**config.mk**
```make
export PLATFORM = sky130hd
export DESIGN_NAME = button_counter_seven_segment
export DESIGN_NICKNAME = d
export VERILOG_FILES = /design/src/rtl/core/bcss_pkg.sv /design/src/rtl/core/bcss_front.sv /design/src/rtl/core/bcss_fifo.sv /design/src/rtl/core/bcss_back.sv /design/src/rtl/core/button_counter_seven_segment.sv
export SDC_FILE = /design/constraint.sdc
export NUM_CORES = 1
export LEC_CHECK = 0
export ABC_AREA = 1
export BUFFER_PORTS_ARGS = -buffer_cell sky130_fd_sc_hd__buf_2
export CORE_MARGIN = 8
export CORE_UTILIZATION = 63
export CTS_CLUSTER_DIAMETER = 30
export DETAILED_ROUTE_END_ITERATION = 6
export GPL_TIMING_DRIVEN = 1
export MAX_ROUTING_LAYER = met4
export PLACE_DENSITY = 0.81
export REMOVE_ABC_BUFFERS = 1
export SLEW_MARGIN = 15
export SYNTH_ARGS = -nofsm -noshare
export SYNTH_HDL_FRONTEND = slang
export SYNTH_SLANG_ARGS = --single-unit
export TNS_END_PERCENT = 50
```
**constraint.sdc**
```tcl
create_clock -name aclk -period 4.15 [get_ports aclk]
set_input_delay 0.415 -clock aclk [delete_from_list [all_inputs] [get_ports aclk]]
set_output_delay 0.415 -clock aclk [all_outputs]
set_load 0.1 [all_outputs]
```
**src/rtl/core/bcss_pkg.sv**
```systemverilog
// Package for the button counter with seven-segment display.
// Holds the shared widths, the FIFO transfer types and the BCD and segment helpers.
// No dependencies.
package bcss_pkg;

    localparam int COUNT_W          = 32;
    localparam int EDGE_W           = 4;
    localparam int SWITCH_W         = 10;
    localparam int SEG_LOW_W        = 32;
    localparam int SEG_HIGH_W       = 16;
    localparam int DIGITS           = 6;
    localparam int BIN_W            = 20;
    localparam int BCD_W            = 4 * DIGITS;
    localparam int DD_W             = BCD_W + BIN_W;
    localparam int SHIFTS_PER_STAGE = 4;
    localparam int DABBLE_STAGES    = BIN_W / SHIFTS_PER_STAGE;
    localparam int DEF_FIFO_DEPTH   = 4;

    localparam logic [BIN_W-1:0] DISPLAY_MAX = BIN_W'(999999);

    localparam int EDGE_INC_BIT  = 0;
    localparam int EDGE_LOAD_BIT = 1;

    typedef struct packed {
        logic               valid;
        logic [COUNT_W-1:0] count;
    } bcss_push_t;

    typedef struct packed {
        logic full;
        logic empty;
    } bcss_fifo_stat_t;

    function automatic logic [BIN_W-1:0] saturate(input logic [COUNT_W-1:0] c);
        logic [BIN_W-1:0] r;
        if (c > COUNT_W'(DISPLAY_MAX)) begin
            r = DISPLAY_MAX;
        end else begin
            r = c[BIN_W-1:0];
        end
        return r;
    endfunction

    function automatic logic [DD_W-1:0] dabble_step(input logic [DD_W-1:0] x);
        logic [DD_W-1:0] y;
        logic [3:0]      d;
        y = x;
        for (int k = 0; k < DIGITS; k++) begin
            d = y[BIN_W + 4*k +: 4];
            if (d >= 4'd5) begin
                y[BIN_W + 4*k +: 4] = d + 4'd3;
            end
        end
        return {y[DD_W-2:0], 1'b0};
    endfunction

    function automatic logic [DD_W-1:0] dabble_group(input logic [DD_W-1:0] x);
        logic [DD_W-1:0] y;
        y = x;
        for (int s = 0; s < SHIFTS_PER_STAGE; s++) begin
            y = dabble_step(y);
        end
        return y;
    endfunction

    function automatic logic [7:0] seg_code(input logic [3:0] d);
        logic [7:0] r;
        case (d)
            4'd0: r = 8'h3F;
            4'd1: r = 8'h06;
            4'd2: r = 8'h5B;
            4'd3: r = 8'h4F;
            4'd4: r = 8'h66;
            4'd5: r = 8'h6D;
            4'd6: r = 8'h7D;
            4'd7: r = 8'h07;
            4'd8: r = 8'h7F;
            4'd9: r = 8'h6F;
            default: r = 8'h00;
        endcase
        return r;
    endfunction

endpackage

```
**src/rtl/core/bcss_front.sv**
```systemverilog
// Front end: accepts button events, classifies them and updates the event count.
// Pushes the new count into the FIFO for every event that produces a display word.
// Depends on bcss_pkg.
module bcss_front
    import bcss_pkg::*;
(
    input  logic                aclk,
    input  logic                aresetn,
    input  logic                s_valid,
    output logic                s_ready,
    input  logic [EDGE_W-1:0]   s_edge_bits,
    input  logic [SWITCH_W-1:0] s_switch_value,
    input  bcss_fifo_stat_t     fifo_stat,
    output bcss_push_t          push
);

    logic [COUNT_W-1:0] count_reg;
    logic [COUNT_W-1:0] count_next;
    logic               take;
    logic               is_inc;
    logic               is_load;

    assign s_ready = !fifo_stat.full;
    assign take    = s_valid && s_ready;
    assign is_inc  = s_edge_bits[EDGE_INC_BIT];
    assign is_load = s_edge_bits[EDGE_LOAD_BIT];

    always_comb begin
        count_next = count_reg;
        if (take && is_inc) begin
            count_next = count_reg + COUNT_W'(1);
        end else if (take && is_load) begin
            count_next = COUNT_W'(s_switch_value);
        end
    end

    assign push.valid = take && (is_inc || is_load);
    assign push.count = count_next;

    always_ff @(posedge aclk) begin
        if (!aresetn) begin
            count_reg <= '0;
        end else begin
            count_reg <= count_next;
        end
    end

endmodule

```
**src/rtl/core/bcss_fifo.sv**
```systemverilog
// Short FIFO of count values between the front end and the display pipeline.
// Flip-flop storage, one push and one pop port.
// Depends on bcss_pkg.
module bcss_fifo
    import bcss_pkg::*;
#(
    parameter int DEPTH = DEF_FIFO_DEPTH
) (
    input  logic               aclk,
    input  logic               aresetn,
    input  bcss_push_t         push,
    input  logic               pop,
    output logic [COUNT_W-1:0] head_count,
    output bcss_fifo_stat_t    stat
);

    localparam int AW = (DEPTH > 1) ? $clog2(DEPTH) : 1;
    localparam int CW = $clog2(DEPTH + 1);

    logic [COUNT_W-1:0] mem_reg [DEPTH];
    logic [AW-1:0]      wr_ptr_reg;
    logic [AW-1:0]      rd_ptr_reg;
    logic [CW-1:0]      cnt_reg;
    logic               do_push;
    logic               do_pop;

    assign stat.full  = (cnt_reg == CW'(DEPTH));
    assign stat.empty = (cnt_reg == '0);
    assign head_count = mem_reg[rd_ptr_reg];
    assign do_push    = push.valid && !stat.full;
    assign do_pop     = pop && !stat.empty;

    always_ff @(posedge aclk) begin
        if (!aresetn) begin
            wr_ptr_reg <= '0;
            rd_ptr_reg <= '0;
            cnt_reg    <= '0;
        end else begin
            if (do_push) begin
                wr_ptr_reg <= (wr_ptr_reg == AW'(DEPTH - 1)) ? '0 : wr_ptr_reg + AW'(1);
            end
            if (do_pop) begin
                rd_ptr_reg <= (rd_ptr_reg == AW'(DEPTH - 1)) ? '0 : rd_ptr_reg + AW'(1);
            end
            if (do_push && !do_pop) begin
                cnt_reg <= cnt_reg + CW'(1);
            end else if (do_pop && !do_push) begin
                cnt_reg <= cnt_reg - CW'(1);
            end
        end
    end

    always_ff @(posedge aclk) begin
        if (do_push) begin
            mem_reg[wr_ptr_reg] <= push.count;
        end
    end

endmodule

```
**src/rtl/core/bcss_back.sv**
```systemverilog
// Back end: saturates the count, converts it to six BCD digits by a pipelined
// shift-and-add-three, and encodes each digit into a seven-segment byte.
// Depends on bcss_pkg.
module bcss_back
    import bcss_pkg::*;
(
    input  logic                  aclk,
    input  logic                  aresetn,
    input  logic                  head_valid,
    input  logic [COUNT_W-1:0]    head_count,
    output logic                  pop,
    output logic                  m_valid,
    input  logic                  m_ready,
    output logic [SEG_LOW_W-1:0]  m_seg_low_word,
    output logic [SEG_HIGH_W-1:0] m_seg_high_word
);

    localparam int NST = DABBLE_STAGES + 1;

    logic [NST-1:0]        vld_reg;
    logic [DD_W-1:0]       dd_reg [NST];
    logic                  out_vld_reg;
    logic [SEG_LOW_W-1:0]  seg_low_reg;
    logic [SEG_HIGH_W-1:0] seg_high_reg;
    logic [NST:0]          adv;
    logic [BCD_W-1:0]      bcd;

    always_comb begin
        adv[NST] = !out_vld_reg || m_ready;
        for (int i = NST - 1; i >= 0; i--) begin
            adv[i] = !vld_reg[i] || adv[i+1];
        end
    end

    assign pop = head_valid && adv[0];
    assign bcd = dd_reg[NST-1][DD_W-1 -: BCD_W];

    always_ff @(posedge aclk) begin
        if (!aresetn) begin
            vld_reg     <= '0;
            out_vld_reg <= 1'b0;
        end else begin
            if (adv[0]) begin
                vld_reg[0] <= head_valid;
            end
            for (int i = 1; i < NST; i++) begin
                if (adv[i]) begin
                    vld_reg[i] <= vld_reg[i-1];
                end
            end
            if (adv[NST]) begin
                out_vld_reg <= vld_reg[NST-1];
            end
        end
    end

    always_ff @(posedge aclk) begin
        if (adv[0] && head_valid) begin
            dd_reg[0] <= {{BCD_W{1'b0}}, saturate(head_count)};
        end
        for (int i = 1; i < NST; i++) begin
            if (adv[i] && vld_reg[i-1]) begin
                dd_reg[i] <= dabble_group(dd_reg[i-1]);
            end
        end
        if (adv[NST] && vld_reg[NST-1]) begin
            seg_low_reg  <= {seg_code(bcd[15:12]), seg_code(bcd[11:8]),
                             seg_code(bcd[7:4]), seg_code(bcd[3:0])};
            seg_high_reg <= {seg_code(bcd[23:20]), seg_code(bcd[19:16])};
        end
    end

    assign m_valid         = out_vld_reg;
    assign m_seg_low_word  = seg_low_reg;
    assign m_seg_high_word = seg_high_reg;

endmodule

```
**src/rtl/core/button_counter_seven_segment.sv**
```systemverilog
// Top level of the button event counter with six-digit seven-segment output.
// Instantiates bcss_front, bcss_fifo and bcss_back; depends on bcss_pkg.
//
// Channel  Direction  Handshake           Payload
// s_       in         s_valid / s_ready   s_edge_bits[3:0], s_switch_value[9:0]
// m_       out        m_valid / m_ready   m_seg_low_word[31:0], m_seg_high_word[15:0]
//
// One event taken per cycle while s_ready is high; front-end count loop is registered.
// After its input transfer, a display word passes the FIFO, the saturate stage, five BCD
// stages of four shifts each, and the segment output register.
// Reset clears the count, the FIFO pointers and all pipeline valid bits.
// s_ready drops only when the FIFO is full; m_ready low stalls the pipeline stage by stage.
module button_counter_seven_segment
    import bcss_pkg::*;
#(
    parameter int FIFO_DEPTH = DEF_FIFO_DEPTH
) (
    input  logic                  aclk,
    input  logic                  aresetn,
    input  logic                  s_valid,
    output logic                  s_ready,
    input  logic [EDGE_W-1:0]     s_edge_bits,
    input  logic [SWITCH_W-1:0]   s_switch_value,
    output logic                  m_valid,
    input  logic                  m_ready,
    output logic [SEG_LOW_W-1:0]  m_seg_low_word,
    output logic [SEG_HIGH_W-1:0] m_seg_high_word
);

    bcss_push_t         push;
    bcss_fifo_stat_t    fifo_stat;
    logic               pop;
    logic [COUNT_W-1:0] head_count;

    bcss_front u_front (
        .aclk           (aclk),
        .aresetn        (aresetn),
        .s_valid        (s_valid),
        .s_ready        (s_ready),
        .s_edge_bits    (s_edge_bits),
        .s_switch_value (s_switch_value),
        .fifo_stat      (fifo_stat),
        .push           (push)
    );

    bcss_fifo #(
        .DEPTH (FIFO_DEPTH)
    ) u_fifo (
        .aclk       (aclk),
        .aresetn    (aresetn),
        .push       (push),
        .pop        (pop),
        .head_count (head_count),
        .stat       (fifo_stat)
    );

    bcss_back u_back (
        .aclk            (aclk),
        .aresetn         (aresetn),
        .head_valid      (!fifo_stat.empty),
        .head_count      (head_count),
        .pop             (pop),
        .m_valid         (m_valid),
        .m_ready         (m_ready),
        .m_seg_low_word  (m_seg_low_word),
        .m_seg_high_word (m_seg_high_word)
    );

    a_no_push_when_full: assert property (@(posedge aclk) disable iff (!aresetn)
        push.valid |-> !fifo_stat.full)
        else $error("Count pushed into a full FIFO.");

    a_reset_state: assert property (@(posedge aclk)
        !aresetn |=> (!m_valid && s_ready))
        else $error("Output valid or input stall after reset.");

    a_segment_packing: assert property (@(posedge aclk) disable iff (!aresetn)
        m_valid |-> (m_seg_low_word[31] == 1'b0 && m_seg_low_word[23] == 1'b0 &&
                     m_seg_low_word[15] == 1'b0 && m_seg_low_word[7] == 1'b0 &&
                     m_seg_high_word[15] == 1'b0 && m_seg_high_word[7] == 1'b0))
        else $error("Segment byte has its unused top bit set.");

    a_pop_needs_data: assert property (@(posedge aclk) disable iff (!aresetn)
        pop |-> !fifo_stat.empty)
        else $error("Pipeline pulled from an empty FIFO.");

endmodule
```
Yosys cells after proc, flatten, opt, wreduce, memory -nomap -nowiden
Memories as Yosys holds them, arrays and structs flattened. A register that Yosys moved wholly into a read port is not among the register bits.
Cells that the tools add are included.
{"block": "op_classes", "add_sub_neg": 125, "multipliers": 0, "n_div": 0, "magnitude_cmp": 121, "eq_ne": 3, "shifts": 0, "n_mux": 264, "bitwise_logic": 0, "reduce_logical": 36}
{"op": "$mux 4", "n": 200}
{"op": "$ge 4x3->1 const B", "n": 120}
{"op": "$add 4x2->4 const B", "n": 100}
{"op": "$mux 3", "n": 42}
{"op": "$mux 32", "n": 2}
{"op": "$add 3x2->3 const B", "n": 20}
{"op": "$mux 20", "n": 2}
{"op": "$add 32x1->32 const B", "n": 1}
{"op": "$gt 32x20->1 const B", "n": 1}
{"op": "$logic_and 1x1->1", "n": 15}
{"op": "$mux 1", "n": 14}
{"op": "$logic_not 1->1", "n": 11}
{"op": "$logic_or 1x1->1", "n": 8}
{"op": "$mux 2", "n": 4}
{"op": "$add 2x1->2 const B", "n": 2}
{"op": "$eq 2x2->1 const B", "n": 2}
{"op": "$add 3x1->3 const B", "n": 1}
{"op": "$eq 3x3->1 const B", "n": 1}
{"op": "$logic_not 3->1", "n": 1}
{"op": "$sub 3x1->3 const B", "n": 1}
{"op": "$reduce_bool 2->1", "n": 1}
{"block": "word_totals", "reg_bits": 94, "latchBits": 0, "ramBits": 392, "rom_bits": 672, "input_bits": 18, "output_inout_bits": 50, "wordCells": 570, "n_memories": 8}
{"memory": "u_back.dd_reg", "words": 6, "width": 44, "rd": 6, "rd_clocked_by_memory_dff": 0, "write_ports": 6, "line_no": "bcss_back.sv:21", "rtl": "logic [DD_W-1:0] dd_reg [NST];"}
{"memory": "u_fifo.mem_reg", "words": 4, "width": 32, "rd": 1, "rd_clocked_by_memory_dff": 1, "write_ports": 1, "line_no": "bcss_fifo.sv:20", "rtl": "logic [COUNT_W-1:0] mem_reg [DEPTH];"}
{"memory": "(name not given)", "words": 16, "width": 7, "rd": 1, "rd_clocked_by_memory_dff": 1, "write_ports": 0, "line_no": "bcss_pkg.sv:68", "rtl": "case (d)"}
{"memory": "(name not given)", "words": 16, "width": 7, "rd": 1, "rd_clocked_by_memory_dff": 1, "write_ports": 0, "line_no": "bcss_pkg.sv:68"}
{"memory": "(name not given)", "words": 16, "width": 7, "rd": 1, "rd_clocked_by_memory_dff": 1, "write_ports": 0, "line_no": "bcss_pkg.sv:68"}
{"memory": "(name not given)", "words": 16, "width": 7, "rd": 1, "rd_clocked_by_memory_dff": 1, "write_ports": 0, "line_no": "bcss_pkg.sv:68"}
{"memory": "+2 memories"}

Longest topological paths before layout
Gate-level depths: netlist of the first run.
{"block": "depth", "depth_word": 18, "mapped_depth": 26, "ltp_nobuf": 26}

Modules after synthesis
Synthesis of the first run repeated with hierarchy kept, for this count alone.
{"block": "hier_totals", "hier_cells": 2271, "hier_area_um2": 20245.7}
{"module": "bcss_back", "instances": 1, "cells_per_inst": 1509, "area_per_inst_um2": 12776.0, "seq_area_each_um2": 5455.2}
{"module": "bcss_fifo", "instances": 1, "cells_per_inst": 381, "area_per_inst_um2": 5275.1, "seq_area_each_um2": 4023.9}
{"module": "bcss_front", "instances": 1, "cells_per_inst": 380, "area_per_inst_um2": 2190.9, "seq_area_each_um2": 640.6}
{"module": "button_counter_seven_segment", "instances": 1, "cells_per_inst": 1, "area_per_inst_um2": 3.8, "seq_area_each_um2": 0.0}

Worst setup path after synthesis of the first run
No wires, ideal clock.
{"block": "synth_path", "path_type": "reg-to-reg", "from": "register u_fifo.cnt_reg[1]", "to": "memory u_fifo.mem_reg[3][0] (enable)", "setup_ns": 0.421, "t_arrival_ns": 3.372, "required_ns": 3.729, "path_slack_ns": 0.357, "path_stages_with_launch": 8, "path_buffers": 1, "synth_period_minus_slack_ns": 3.793, "path_cell_list": "dfxtp_1 > inv_1 > nand3_1 > nand2_1 > nor2_1 > nor2_1 > buf_2 > nor2_1"}
{"block": "synth_between", "elab_chain_len": 7}
{"element": "start: declaration", "line_no": "bcss_fifo.sv:23", "rtl": "logic [CW-1:0] cnt_reg;"}
{"element": "start signal: assignment", "line_no": "bcss_fifo.sv:46", "rtl": "cnt_reg <= cnt_reg + CW'(1);"}
{"element": "start signal: assignment", "line_no": "bcss_fifo.sv:48", "rtl": "cnt_reg <= cnt_reg - CW'(1);"}
{"element": "$eq 3x3->1 *", "line_no": "bcss_fifo.sv:27", "rtl": "assign stat.full = (cnt_reg == CW'(DEPTH));"}
{"element": "$logic_not 1->1 *", "line_no": "bcss_front.sv:23", "rtl": "assign s_ready = !fifo_stat.full;"}
{"element": "via s_ready", "line_no": "button_counter_seven_segment.sv:21", "rtl": "output logic s_ready,"}
{"element": "$logic_and 1x1->1", "line_no": "bcss_front.sv:24", "rtl": "assign take = s_valid && s_ready;"}
{"element": "$logic_and 1x1->1", "line_no": "bcss_front.sv:37", "rtl": "assign push.valid = take && (is_inc || is_load);"}
{"element": "$logic_and 1x1->1 *", "line_no": "bcss_fifo.sv:30", "rtl": "assign do_push = push.valid && !stat.full;"}
{"element": "$mux 1 *", "line_no": "bcss_fifo.sv:54", "rtl": "if (do_push) begin"}
{"element": "$mux 1 (not written as such) *", "line_no": "bcss_fifo.sv:55", "rtl": "mem_reg[wr_ptr_reg] <= push.count;"}
{"element": "end: declaration", "line_no": "bcss_fifo.sv:20"}
Mark *: on every way through the listed nets, which the timed path passes. The rest lies on a longest branch.

==> results of run 1 <==
==> Yosys cell counts (7+ instances only) <==
cell / n / area (um2)
inv_1: 313 / 1175
nand4_1: 49 / 306.5
buf_2: 8 / 40.04
a211oi_1: 7 / 52.55
nand2_4: 8 / 90.09
a32o_1: 8 / 80.08
o21ai_0: 90 / 450.4
o21ai_1: 13 / 65.06
o21ai_2: 12 / 105.1
nand3_1: 144 / 720.7
clkbuf_1: 12 / 45.04
ha_1: 100 / 1251
o22ai_1: 7 / 43.79
nand2_1: 582 / 2185
or2_2: 7 / 43.79
a31oi_1: 9 / 56.30
a22oi_1: 8 / 60.06
nor2_1: 114 / 427.9
xor2_1: 31 / 271.5
edfxtp_1: 305 / 9159
nand2_2: 63 / 394.1
nor4_1: 16 / 100.1
a21o_1: 8 / 60.06
dfxtp_1: 48 / 960.9
nor3_1: 25 / 125.1
a21oi_1: 82 / 410.4
nand3_2: 29 / 290.3
==> power by group through the flow <==
stage	logic, mW	registers [mW]	clock network (mW)
after floorplan	7.51	5.31	0
after detailed placement	9.31	5.30	0
after CTS	9.46	5.25	5.43
after global routing	10.9	5.29	5.61
final	9.50	5.25	5.38
after global placement	8.76	5.27	0
==> metal layers <==
layer / share of wire (%) / vias to the layer above
li1: - / 7542
met1: 39 / 7103
met2: 53 / 409
met3: 5.5 / 93
met4: 2.5 / 0
met5: 0 / -
==> worst max-delay path, cell delays in order (launching register included) <==
cell      delay [ns]
edfxtp_1        0.42
inv_1           0.15
ha_1            0.17
inv_1           0.04
ha_1            0.19
inv_1           0.07
nand2_2         0.10
xor2_2          0.18
ha_1            0.20
nand3_1         0.13
nand3_1         0.11
nand2_1         0.10
and2_4          0.15
nand2_2         0.08
nand2_1         0.06
nand2_1         0.11
inv_1           0.08
ha_1            0.14
inv_1           0.04
o21ai_0         0.36
inv_1           0.14
xor2_1          0.18
==> worst paths after layout <==
| check | endpoint | slack [ns] | startpoint |
|---|---|---|---|
| hold reg to reg | u_back.dd_reg[2][8]$_DFFE_PP_ | 0.39 | u_back.dd_reg[1][4]$_DFFE_PP_ |
| setup reg to reg | u_back.dd_reg[4][37]$_DFFE_PP_ | 0.68 | u_back.dd_reg[3][32]$_DFFE_PP_ |
| hold / removal | u_front.count_reg[1]$_SDFF_PN0_ | 0.13 | s_switch_value[1] |
| setup / recovery | u_back.dd_reg[4][37]$_DFFE_PP_ | 0.68 | u_back.dd_reg[3][32]$_DFFE_PP_ |
==> final cells by class <==
cell class              count  area (um2)  area share [%]
clock inverters            47       478.0           2.107
repair buffers             73       412.9           1.820
flip-flops and latches    353       10120           44.60
well taps                 396       495.5           2.184
inverters                 321        1205           5.310
multi-input cells        1473        8140           35.88
clock buffers              82        1838           8.101
==> kinds of logic after synthesis <==
kind of cell | Yosys count | share of synthesized area (%)
fa+ha+maj | 101 | 6.499
other cells | 1 | 0.01917
buf+inv | 349 | 6.863
flops | 353 | 51.73
compound gates | 261 | 7.803
simple gates | 1062 | 24.92
xor+xnor | 42 | 2.111
mux | 1 | 0.05117
==> results.toml, run 1 <==
[pwr]
leakage_nw = 10.15
intPower_mw = 11.58
clkPwrFrac_pct = 26.7
p_seq_share_pct = 26.1
power_density_mw_per_mm2 = 886.8
power_frac_comb_pct = 47.2
switching_power_mw = 8.537
total_power_mw = 20.12
ir_worst_vdd_mv = 0.5344
switching_share_pct = 42.43

[cells_and_area]
layoutNonFillerInstCount = 2745
final_common_cell = "nand2_1"
fin_nets = 2412
antenna_cells = 0
syn_to_final_growth_pct = 15.99
drive_gt1_share_pct = 14.22
largest_reg_flops = 135
design_area_mm2 = 0.02269
mostFrequentLayoutCells = "nand2_1, inv_1, edfxtp_1, nand3_1, nor2_1"
final_util_pct = 74.17
fillerInstances = 2034

[route]
ant_nets = 0
drt_wl_total_um = 40290
post-route-drc-count = 0
wire_per_inst_um = 14.68
drt-initial-drc-count = 925
dr.pass1.iters = 7
viasPerCell = 5.518
dr_total_vias = 15150

[min_path]
hp-class = "in2reg"
holdPathStages = 3

[place]
hpwl_um = 27210
place_ws_ns = 0.7458
placed_cells = 2615
gp_congestion = 0.9564
dpl_cell_area_mm2 = 0.02035
io_buffers = 59

[synthesis]
yosysUniqueCellTypes = 56
async_flop_share_pct = 0
ys.flop_type = "edfxtp_1"
avgSynthCellArea_um2 = 9.014
synth-edff-count = 305
netlist_area_mm2 = 0.01956
seq_area_frac_synth_pct = 51.73
ys_warn_count = 0
syn_inst = 2170
ys_seq_elements = 353

[clock_tree]
clkTransAtPathRegs_ns = 0.05
cts_hold_buf = 0
cts_sinks = 353
cts_tree = "yes"
cts_setup_buffers = 0
htree_levels = 3
cts.path.max_buffers = 3
cts_made_buffers = 71
root_buffer = "clkbuf_16"
cts_resized = 0
clk_latency_ns = 0.59

[global_routing]
grt_start_max_net_pins = 43
antenna_found_initial = 0
use_met2_pct = 41.86
met1_usage_pct = 23.72
globalRouteMet3Util_pct = 3.794
grt_pass1_wl_um = 67160
grt_pass1_vias = 15040
busiest_layer = "met2"
grt.total_usage_pct = 22.53
grt_overflow = 0

[worst_setup_path]
worstPathMaxFanout = 5
r2r_cells = 21
critical_path.startpoint_type = "register"
crit_type = "reg2reg"
arrival_ns = 3.76
crit_path_end_kind = "register"
cp.required_ns = 4.44

[run]
maxCapViolCount = 0

[floorplanning]
pin_count = 68
die_area_mm2 = 0.03694
start_util_pct = 63.95
core_mm2 = 0.03059
row_count = 64
die_h_um = 192.2
die-width_um = 192.2

[timing]
hold_viol = 0
grt_setup_unrepaired = "false"
fmax_mhz = 288.2
max_slew_margin_pct = 28.80
setup_slack_ns = 0.6800
fin_crit_sh_pct = 83.61
fin_crit_ns = 3.470
skew_ns = 0.03676
finalSetupViolations = 0
worst_pin_slew_ns = 1.067
drv_slew = 0
hold_slack_ns = 0.1320
tns_ns = 0

[outcome]
status = "completed"
(Power assumes the default switching activity.)
==> inputs of run 2 (changes only) <==
CORE_UTILIZATION = 57   (was 63)
PLACE_DENSITY = 0.77   (was 0.81)
clock period = 3.1 ns   (was 4.15 ns; I/O delays follow)
==> run 2 against run 1 <==
Die area increased by 9.6%. Global-route usage shrank 2.6 points. Setup slack worse by 0.65 ns. Critical path depth shrank 1. Critical endpoint is now u_back.dd_reg[5][42]$_DFFE_PP_. Via count grew 2.2%. Highest routed layer unchanged. Final cell count increased by 5.1%. Final area up 7.5%. Sequential power increased by 34%. Largest cell class unchanged. Non-clock buffer count is 65 higher. Utilization decreased by 2.9 points. Register-to-register slack got worse by 0.65 ns.
==> results.toml, run 2 (synthesis results as in run 1) <==
[global_routing]
globalRouteMet3Util_pct = 4.053
grt_pass1_vias = 15150
use_met2_pct = 37.19
met1_usage_pct = 20.46
antenna_found_initial = 0
grt_overflow = 0
grt.total_usage_pct = 19.97
grt_start_max_net_pins = 43
busiest_layer = "met2"
grt_pass1_wl_um = 66850

[worst_setup_path]
r2r-start = "u_back.dd_reg[4][37]$_DFFE_PP_"
crit_buf_inv = 4
arrival_ns = 3.40
critPathLaunch = "u_back.dd_reg[4][37]$_DFFE_PP_"
critical_path.startpoint_type = "register"
crit_slowest_cell = "edfxtp_1"
worstPathMaxFanout = 4
critPathMaxStageDelay_ns = 0.41
r2r_cells = 20
cp.required_ns = 3.43
path_depth = 20
r2r_setup_slack_ns = 0.03
crit_path_end_kind = "register"
crit_type = "reg2reg"
critPathTopFamily = "simple AND/OR/NAND/NOR gates"
crit_chain = "inv_2, ha_1, nand2_2, nand3_4, nand2_1, nand2_2, nand4_1, nand2_2, ha_4, inv_1, ha_2, a21oi_2, inv_2, xor2_2, ha_2, inv_2, o21ai_2, o21ai_2, nand2_1, o21ai_1"
worstReg2RegEnd = "u_back.dd_reg[5][42]$_DFFE_PP_"
cp-endpoint = "u_back.dd_reg[5][42]$_DFFE_PP_"

[timing]
grt_setup_unrepaired = "true"
hold_viol = 0
drv_slew = 0
skew_ns = 0.02673
finalSetupViolations = 0
fmax_mhz = 325.4
fin_crit_ns = 3.073
worst_pin_slew_ns = 0.9338
max_slew_margin_pct = 37.68
fin_crit_sh_pct = 99.12
setup_slack_ns = 0.02715

[clock_tree]
cts_made_buffers = 78
cts_sinks = 353
cts_tree = "yes"
clk_latency_ns = 0.61
clkTransAtPathRegs_ns = 0.05
htree_levels = 3
root_buffer = "clkbuf_16"
cts.path.max_buffers = 3

[cells_and_area]
final_util_pct = 71.28
final_common_cell = "nand2_1"
antenna_cells = 0
mostFrequentLayoutCells = "nand2_1, edfxtp_1, inv_1, nand3_1, nor2_1"
layoutNonFillerInstCount = 2885
largest_reg_flops = 135
syn_to_final_growth_pct = 24.64
drive_gt1_share_pct = 23.50
fin_nets = 2484
design_area_mm2 = 0.02438

[min_path]
worstHoldStart = "s_switch_value[3]"
hp-class = "in2reg"

[route]
ant_nets = 0
post-route-drc-count = 0
wire_per_inst_um = 14.52
dr.pass1.iters = 7
drt-initial-drc-count = 860
drt_wl_total_um = 41890
dr_total_vias = 15490
viasPerCell = 5.368

[outcome]
status = "completed"

[pwr]
total_power_mw = 30.98
ir_worst_vdd_mv = 0.7554
power_density_mw_per_mm2 = 1271
leakage_nw = 10.75

[floorplanning]
core_mm2 = 0.03420
die_h_um = 201.3
die-width_um = 201.3
start_util_pct = 57.19
pin_count = 68
row_count = 68
die_area_mm2 = 0.04050

[place]
place_ws_ns = -0.2049
dpl_cell_area_mm2 = 0.02071
hpwl_um = 27080
io_buffers = 59
gp_congestion = 0.9225
placed_cells = 2706

[run]
maxCapViolCount = 0
==> run 2: changes by cell type in the layout (fill, tap and decap cells not counted), sizes merged <==
cell	previous run	this run
buf	73	138
clkinv	32	27
clkinvlp	6	11
inv	327	334
bufinv	3	9
clkbuf	82	85
==> run 2: area by class of cell <==
| type | instances | area, um2 |
|---|---|---|
| sequential | 353 | 10120 |
| tap | 455 | 569.3 |
| inverter | 321 | 1205 |
| multi-input combinational | 1473 | 8823 |
| clock inverter | 60 | 705.7 |
| fill | 2345 | 9822 |
| timing repair buffer | 138 | 938.4 |
| clock buffer | 85 | 2019 |
==> run 2: power by group <==
group	internal, mW	switching (mW)	leakage, nW	total [mW]
Clock	5.55	2.85	1.30	8.40
Sequential	6.72	0.316	3.10	7.04
Combinational	5.74	9.81	6.35	15.5
Total	18.0	13.0	10.7	31.0
==> run 2: metrics by stage <==
stage                     hold slack, ns  TNS (ns)
final                            0.02234         0
after global routing             0.02280    -2.287
after CTS                       0.002731  -0.03023
after detailed placement          0.4045    -1.529
after global placement            0.4005         0
after floorplan                   0.4003   -186.53
==> run 2: how the worst min path moves through the flow <==
stage                                      end  depth (start not counted)  slack, ns
2_1_floorplan   u_back.dd_reg[1][10]$_DFFE_PP_                          0       0.40
3_3_place_gp    u_back.dd_reg[1][13]$_DFFE_PP_                          0       0.40
3_5_place_dp    u_back.dd_reg[1][14]$_DFFE_PP_                          0       0.40
4_1_cts        u_front.count_reg[3]$_SDFF_PN0_                          3      0.003
5_1_grt        u_front.count_reg[4]$_SDFF_PN0_                          3       0.02
6_report       u_front.count_reg[3]$_SDFF_PN0_                          3       0.02
==> run 2: worst register-to-register path, stage by stage, from the launching register on <==
cell,delay [ns]
edfxtp_1,0.41
inv_2,0.11
ha_1,0.16
nand2_2,0.10
nand3_4,0.12
nand2_1,0.07
nand2_2,0.10
nand4_1,0.12
nand2_2,0.15
ha_4,0.14
inv_1,0.04
ha_2,0.17
a21oi_2,0.15
inv_2,0.08
xor2_2,0.21
ha_2,0.23
inv_2,0.05
o21ai_2,0.14
o21ai_2,0.10
nand2_1,0.09
o21ai_1,0.07
==> run 2: timing repair <==
action	4_1_cts	5_1_grt
hold buffers	0	0
endpoints found under the setup margin	14	45
buffers inserted	5	29
gates resized for setup	15	187
pin swaps	3	61
==> run 2: metal layers <==
metal / routed length (um) / share of wire, %
met3: 1994 / 4.8
met2: 22820 / 54
met1: 16140 / 39
met5: 0 / 0
met4: 936 / 2.2
==> inputs of run 3 (changes only) <==
CORE_ASPECT_RATIO = 1.25   (was not set)
==> run 3 against run 2 <==
The flow now finishes with violations (setup timing). Flip-flop and latch count did not move. Worst hold slack better by 0.027 ns. Final cell count decreased by 1.9%. Highest routed layer unchanged. Critical path depth up 2.
==> results.toml, run 3 (synthesis results as in run 1) <==
[cells_and_area]
antenna_cells = 0
drive_gt1_share_pct = 23.08
design_area_mm2 = 0.02397
final_util_pct = 70.22
final_common_cell = "nand2_1"
mostFrequentLayoutCells = "nand2_1, edfxtp_1, inv_1, nand3_1"
syn_to_final_growth_pct = 22.54
fin_nets = 2466
layoutNonFillerInstCount = 2829
largest_reg_flops = 135

[clock_tree]
cts_made_buffers = 66
cts_tree = "yes"
clk_latency_ns = 0.57
root_buffer = "clkbuf_16"
cts_sinks = 353
cts.path.max_buffers = 3
htree_levels = 3
clkTransAtPathRegs_ns = 0.05
cts_hold_buf = 0

[outcome]
violations = "setup timing"
status = "complete, but fails checks"

[worst_setup_path]
cpMostUsedCell = "nand2_1"
r2r-start = "u_back.dd_reg[2][24]$_DFFE_PP_"
worstReg2RegEnd = "u_back.dd_reg[3][30]$_DFFE_PP_"
crit_type = "reg2reg"
crit_slowest_cell = "edfxtp_1"
r2r_cells = 22
critical_path.startpoint_type = "register"
cp-endpoint = "u_back.dd_reg[3][30]$_DFFE_PP_"
cp.required_ns = 3.41
arrival_ns = 3.59
r2r_setup_slack_ns = -0.18
crit_chain = "inv_2, ha_4, inv_2, nand2_4, nand3_4, buf_4, nand2_1, and2_1, nand2_4, xor2_4, ha_2, or2_1, nand2_1, inv_2, nand2_2, nand2_2, nand2_2, o21ai_2, nor2_1, o21ai_1, nand2_1, nand2_1"
crit_buf_inv = 4
critPathTopFamily = "simple AND/OR/NAND/NOR gates"
critPathMaxStageDelay_ns = 0.47
critPathLaunch = "u_back.dd_reg[2][24]$_DFFE_PP_"
crit_path_end_kind = "register"
worstPathMaxFanout = 4
path_depth = 22

[timing]
hold_viol = 0
skew_ns = 0.02439
worst_pin_slew_ns = 1.137
setup_slack_ns = -0.1826
finalSetupViolations = 5
fin_crit_ns = 3.283
drv_slew = 0
fin_crit_sh_pct = 105.9
fmax_mhz = 304.6
max_slew_margin_pct = 24.13
grt_setup_unrepaired = "true"

[run]
maxCapViolCount = 0

[floorplanning]
core_mm2 = 0.03414
start_util_pct = 57.30
die_h_um = 223.1
die-width_um = 181.7
die_area_mm2 = 0.04054
pin_count = 68
row_count = 76

[place]
place_ws_ns = -0.1730
dpl_cell_area_mm2 = 0.02063
io_buffers = 59
placed_cells = 2680
hpwl_um = 26990
gp_congestion = 0.9801

[route]
wire_per_inst_um = 14.38
drt-initial-drc-count = 749
viasPerCell = 5.420
dr_total_vias = 15330
ant_nets = 0
dr.pass1.iters = 6
post-route-drc-count = 0
drt_wl_total_um = 40670

[pwr]
intPower_mw = 17.39
total_power_mw = 30.36
switching_power_mw = 12.97
power_density_mw_per_mm2 = 1266
power_frac_comb_pct = 51.9
leakage_nw = 10.56
p_seq_share_pct = 23.2
ir_worst_vdd_mv = 0.7853
clkPwrFrac_pct = 24.9
switching_share_pct = 42.72

[min_path]
hp-class = "in2reg"

[global_routing]
grt_start_max_net_pins = 43
grt_overflow = 0
grt_pass1_wl_um = 64290
grt.total_usage_pct = 19.21
grt_pass1_vias = 15080
antenna_found_initial = 0
[run 3: power by group through the flow]
stage	sequential, mW	combinational (mW)	clock [mW]
global route	7.10	17.6	7.86
detailed placement	7.09	12.8	0
global placement	7.05	12.1	0
finish	7.05	15.8	7.55
floorplan	7.10	10.1	0
CTS	7.00	13.2	7.64
[run 3: cell type report]
class | count | area (um2)
well taps | 429 | 536.8
flip-flops and latches | 353 | 10120
clock inverters | 47 | 650.6
clock buffers | 74 | 1724
inverters | 321 | 1205
multi-input cells | 1473 | 8880
repair buffers | 132 | 854.6
fillers | 2378 | 10170
[run 3: what timing repair did]
item | in CTS | in global routing
setup endpoints to repair | 15 | 46
gates resized for setup | 18 | 197
gates cloned | 0 | 0
buffers inserted | 10 | 19
pin swaps | 3 | 56
[run 3: stage by stage]
step / TNS (ns) / hold slack (ns)
final: -0.5179 / 0.04941
after floorplan: -186.53 / 0.4003
after detailed placement: -1.465 / 0.4045
after global placement: 0 / 0.4001
after CTS: 0 / 0.02980
after global routing: -2.974 / 0.04826
[run 3: routing by layer]
layer  track usage (%)  share of wire (%)  vias to the layer above
met5                 -                  0                        -
met3             4.004                4.8                      125
met1             16.94                 35                     7192
met4             8.530                3.5                        0
met2             38.08                 57                      387
li1                  -                  -                     7630
[run 3: how the worst min path moves through the flow]
stage / slack, ns / start / depth (start not counted) / endpoint
floorplan: 0.40 / u_back.dd_reg[0][6]$_SDFFCE_PN0P_ / 0 / u_back.dd_reg[1][10]$_DFFE_PP_
global placement: 0.40 / u_back.dd_reg[0][16]$_SDFFCE_PN1P_ / 0 / u_back.dd_reg[1][20]$_DFFE_PP_
detailed placement: 0.40 / u_back.dd_reg[0][0]$_SDFFCE_PN1P_ / 0 / u_back.dd_reg[1][4]$_DFFE_PP_
CTS: 0.03 / s_switch_value[3] / 3 / u_front.count_reg[3]$_SDFF_PN0_
global route: 0.05 / s_switch_value[0] / 3 / u_front.count_reg[0]$_SDFF_PN0_
finish: 0.05 / s_switch_value[3] / 3 / u_front.count_reg[3]$_SDFF_PN0_
[run 3: worst reg2reg max path, delay by kind of cell (launching register included)]
kind	cells	cell delay (ns)
and+or+nand+nor	13	1.46
DFF	1	0.47
buffers and inverters	4	0.40
adders and majority gates	2	0.32
AOI/OAI and AO/OA	2	0.22
xor gates and xnor gates	1	0.17
